File: src/design/rmf_pkg.sv
// ----------------------------------------------------------------------------
// rmf_pkg
// Shared constants and types of the 5x5 RGB median filter.
// ----------------------------------------------------------------------------
package rmf_pkg;

   localparam int MAX_LINE   = 1024;
   localparam int WINDOW     = 5;
   localparam int HALF_WIN   = WINDOW / 2;
   localparam int WIN_CELLS  = WINDOW * WINDOW;
   localparam int MEDIAN_IDX = WIN_CELLS / 2;
   localparam int LINE_AW    = $clog2(MAX_LINE);
   localparam int RANK_W     = $clog2(WIN_CELLS);
   localparam int PIX_W      = 24;
   localparam int LINES      = WINDOW - 1;

   localparam int LEN_W      = 11;
   localparam int CNT_W      = 13;
   localparam int MAX_COLS   = 4096;
   localparam int COL_W      = 13;
   localparam int CSR_IDX_W  = 2;

   typedef enum logic [CSR_IDX_W-1:0] {
      CSR_COLUMN_LENGTH = 2'd0,
      CSR_COLUMN_COUNT  = 2'd1
   } csr_index_type;

   typedef logic [PIX_W-1:0] pixel_type;
   typedef logic [7:0]       sample_type;

endpackage

File: src/design/rmf_median_core.sv
// ----------------------------------------------------------------------------
// rmf_median_core
// Three-stage rank selector: picks the middle of 25 samples of one channel.
// ----------------------------------------------------------------------------
module rmf_median_core
   import rmf_pkg::*;
(
   input  logic       clock,
   input  logic       advance,
   input  sample_type samples [WIN_CELLS],
   output sample_type median
);

   logic [WIN_CELLS-1:0] before_ff [WIN_CELLS];
   logic [WIN_CELLS-1:0] before_in [WIN_CELLS];
   sample_type           val_a_ff  [WIN_CELLS];
   sample_type           val_b_ff  [WIN_CELLS];
   logic [RANK_W-1:0]    rank_ff   [WIN_CELLS];
   logic [RANK_W-1:0]    rank_in   [WIN_CELLS];
   sample_type           median_ff;
   sample_type           median_in;

   always_comb begin
      for (int i = 0; i < WIN_CELLS; i++) begin
         for (int j = 0; j < WIN_CELLS; j++) begin
            before_in[i][j] = (samples[j] < samples[i]) ||
                              ((samples[j] == samples[i]) && (j < i));
         end
      end
   end

   always_comb begin
      for (int i = 0; i < WIN_CELLS; i++) begin
         rank_in[i] = RANK_W'($countones(before_ff[i]));
      end
   end

   always_comb begin
      median_in = '0;
      for (int i = 0; i < WIN_CELLS; i++) begin
         if (rank_ff[i] == RANK_W'(MEDIAN_IDX)) begin
            median_in = median_in | val_b_ff[i];
         end
      end
   end

   always_ff @(posedge clock) begin
      if (advance) begin
         before_ff <= before_in;
         val_a_ff  <= samples;
         rank_ff   <= rank_in;
         val_b_ff  <= val_a_ff;
         median_ff <= median_in;
      end
   end

   assign median = median_ff;

endmodule

File: config.mk
export PLATFORM = sky130hd
export DESIGN_NAME = rmf_median_core
export DESIGN_NICKNAME = d
export VERILOG_FILES = /design/src/design/rmf_pkg.sv /design/src/design/rmf_median_core.sv
export SDC_FILE = /design/constraint.sdc
export NUM_CORES = 2
export LEC_CHECK = 0
export BUFFER_PORTS_ARGS = -buffer_cell sky130_fd_sc_hd__buf_2
export CORE_AREA = 2 2 468 470
export DETAILED_ROUTE_END_ITERATION = 16
export DIE_AREA = 0 0 470 472
export GPL_TIMING_DRIVEN = 1
export PLACE_DENSITY_LB_ADDON = 0.25
export SYNTH_ARGS = -nofsm -noshare
export SYNTH_HDL_FRONTEND = slang
export SYNTH_SLANG_ARGS = --single-unit
File: constraint.sdc
create_clock -name clock -period 6.7 [get_ports clock]
set_input_delay 0.67 -clock clock [delete_from_list [all_inputs] [get_ports clock]]
set_output_delay 0.67 -clock clock [all_outputs]
set_load 0.05 [all_outputs]
==> flow_summary.toml <==
[clock_network]
clk_path_buf_depth = 3
cts.sinks = 1133
cts_tree = "done"
clk_pin_slew_ns = 0.06
insertion_delay_ns = 0.84
post_cts_buffers = 0
cts-resized-gates = 0
root_buffer = "clkbuf_16"
htreeDepth = 4
holdBufCountCts = 7
numCtsBuffers = 137

[synth]
synth_top_area_cell = "ha_1"
synth.top_cell.area_share_pct = 32.6
ys_warn_count = 0
synth_cell_types = 49
yosysSeqAreaShare_pct = 31.5
syn_avg_cell_area_sq_um = 11.3
async_flop_share_pct = 0
synth_area_sq_um = 108000
synth_top_flop_cell = "edfxtp_1"
synthTopCellsByArea = "ha_1 33%, edfxtp_1 32%, fa_1 8.7%"
synth_edf_count = 1133
ys_ff_latch = 1133
syn_inst = 9523

[finish]
synthToLayoutAreaGrowth_pct = 10.4
fillCellCount = 18200
drive_gt1_share_pct = 6.73
design_area_sq_um = 119000
fin_nets = 13600

[detailed_routing]
drt_pass1_iterations = 6
routed_wl_microns = 454000
drcViolationCount = 0
vias_per_cell = 6.80
drt_iter0_drc = 12600
ant_nets = 0
wl_per_cell_microns = 34.7
num_vias = 89000

[floorplanning]
ioPinCount = 210
die_w_microns = 470
core_area_sq_um = 217000
start_util_pct = 49.9
die_h_microns = 472
die_area_sq_um = 222000
num_rows = 171

[critical_path]
start_kind = "flip-flop"
worstPathArrival_ns = 5.20
crit_chain = "ha_1, inv_1, fa_1, inv_1, fa_1, fa_1, fa_1, inv_1, fa_1, inv_1, ha_1, inv_1, fa_1, inv_1"
crit_path_end_kind = "flip-flop"
critical_path_class = "reg2reg"
critPathMaxStageDelay_ns = 0.83
cp_slowest_cell = "fa_1"
required_ns = 7.25
cp_max_fo = 2

[timing]
fin_ws_ns = 2.05
period_needed_ns = 4.65
maxSlewViolCount = 0
skew_ns = 0.0629
grt_setup_unrepaired = "false"
setup_violations = 0
hold_viol = 0
tns_ns = 0
worstMarginPinSlew_ns = 1.37
max_freq_mhz = 215
relSlewSlack_pct = 7.61
post-route-period-util_pct = 69.4

[global_route]
grt_pass1_vias = 85700
grtUsageTotal_pct = 40.2
grt_pass1_wl_microns = 625000
grt_start_max_net_pins = 166
gr-total-overflow = 0
antenna_found_initial = 82

[power_and_ir_drop]
powerDensity_nw_per_um2 = 367
power_uw = 43700
vdd.ir_drop.worst_uv = 345
p_leak_uw = 0.0562

[run_status]
status = "finished clean"

[place]
io_buffers = 209
place_ws_ns = 2.14
place_hpwl_microns = 326000
place.gp.congestion = 1.00
dpl-instance-area_sq_um = 115000

[min_path]
min_path_type = "in2reg"

[run]
maxCapViolations = 0
==> cell families (layout without fill, tap and decap cells) <==
logic type | count (synthesis) | in the layout | share of synthesized area (%)
other cells | 1 | 16 | 0.00347
flops | 1133 | 1133 | 31.5
fa+ha+maj | 3280 | 3280 | 41.3
xor+xnor | 50 | 50 | 0.405
compound gates | 2264 | 2264 | 13.5
buf+inv | 947 | 1646 | 3.29
simple gates | 1848 | 1848 | 9.99
==> cell usage after synthesis, types with 46 or more instances <==
| library cell | number |
|---|---|
| a21o_1 | 644 |
| a21oi_1 | 606 |
| a22oi_1 | 46 |
| edfxtp_1 | 1133 |
| fa_1 | 470 |
| ha_1 | 2810 |
| inv_1 | 947 |
| nand2b_1 | 431 |
| nand3_1 | 95 |
| nand4_1 | 572 |
| nor2_1 | 315 |
| nor2b_1 | 266 |
| o21a_1 | 70 |
| o21ai_0 | 363 |
| o22a_1 | 213 |
| o22ai_1 | 229 |
| xnor2_1 | 47 |
==> worst paths after layout <==
kind,from,end,slack [ns],cells after the start
hold / removal,samples[25],val_a_ff[25],0.06,1
hold reg to reg,val_a_ff[86],val_b_ff[86],0.40,0
setup reg to reg,before_ff[592],rank_ff[117],2.05,14
setup / recovery,before_ff[592],rank_ff[117],2.05,14
==> worst max-delay path: cells and delay by family, from the launching register on <==
family                   cells  cell delay, ns
adder cells (fa/ha/maj)      8            3.61
buffers and inverters        6            0.42
flip-flops                   1            0.38
==> cell type report <==
| cell class | count | area, sq um | share of cell area (%) |
|---|---|---|---|
| Multi-Input combinational cell | 7444 | 70500 | 59.1 |
| Clock inverter | 87 | 1040 | 0.876 |
| Inverter | 947 | 3550 | 2.98 |
| Timing Repair Buffer | 450 | 2950 | 2.47 |
| Clock buffer | 162 | 3560 | 2.99 |
| Sequential cell | 1133 | 34000 | 28.5 |
| Antenna cell | 14 | 35.0 | 0.0294 |
| Tap cell | 2854 | 3570 | 2.99 |
==> layout by cell type, fill, tap and decap left out, types with 14 or more instances in the layout <==
cell / count
a211oi_1: 36
a21o_1: 644
a21oi_1: 606
a22oi_1: 46
buf_2: 208
buf_4: 229
clkbuf_1: 23
clkbuf_16: 139
clkinv_1: 28
clkinv_2: 24
diode_2: 14
edfxtp_1: 1133
fa_1: 470
ha_1: 2810
inv_1: 926
nand2_1: 36
nand2b_1: 431
nand3_1: 95
nand4_1: 572
nor2_1: 315
nor2b_1: 266
nor3_1: 32
nor3b_1: 26
o21a_1: 70
o21ai_0: 363
o21bai_1: 14
o22a_1: 213
o22ai_1: 229
or4_1: 17
xnor2_1: 47
==> through the flow <==
stage          cells  hold slack [ns]  util, %
3_5_place_dp   12800            0.405     52.9
3_3_place_gp   12800            0.401     52.9
6_report       13100           0.0575     55.1
4_1_cts        13100          0.00606     55.0
2_1_floorplan   9524            0.400        -
5_1_grt        13100           0.0408     55.1
==> state kept, by name, indices dropped and copies added (netlist names) <==
signal and cells:
before_ff 600, val_a_ff 200, val_b_ff 200, rank_ff 125, median 8
==> where the power goes <==
part	internal (uW)	total (uW)	switching [uW]
Combinational	10500	24600	14100
Clock	4390	7840	3450
Sequential	10700	11300	555
Total	25600	43700	18100
==> per-layer routing <==
metal / up-vias / track usage (%) / part of all wire (%)
met2: 6204 / 58.3 / 41
li1: 37500 / - / -
met5: - / 0 / 0.074
met1: 43500 / 51.3 / 37
met4: 50 / 29.1 / 8.9
met3: 1746 / 11.4 / 14
(Power assumes the default switching activity.)
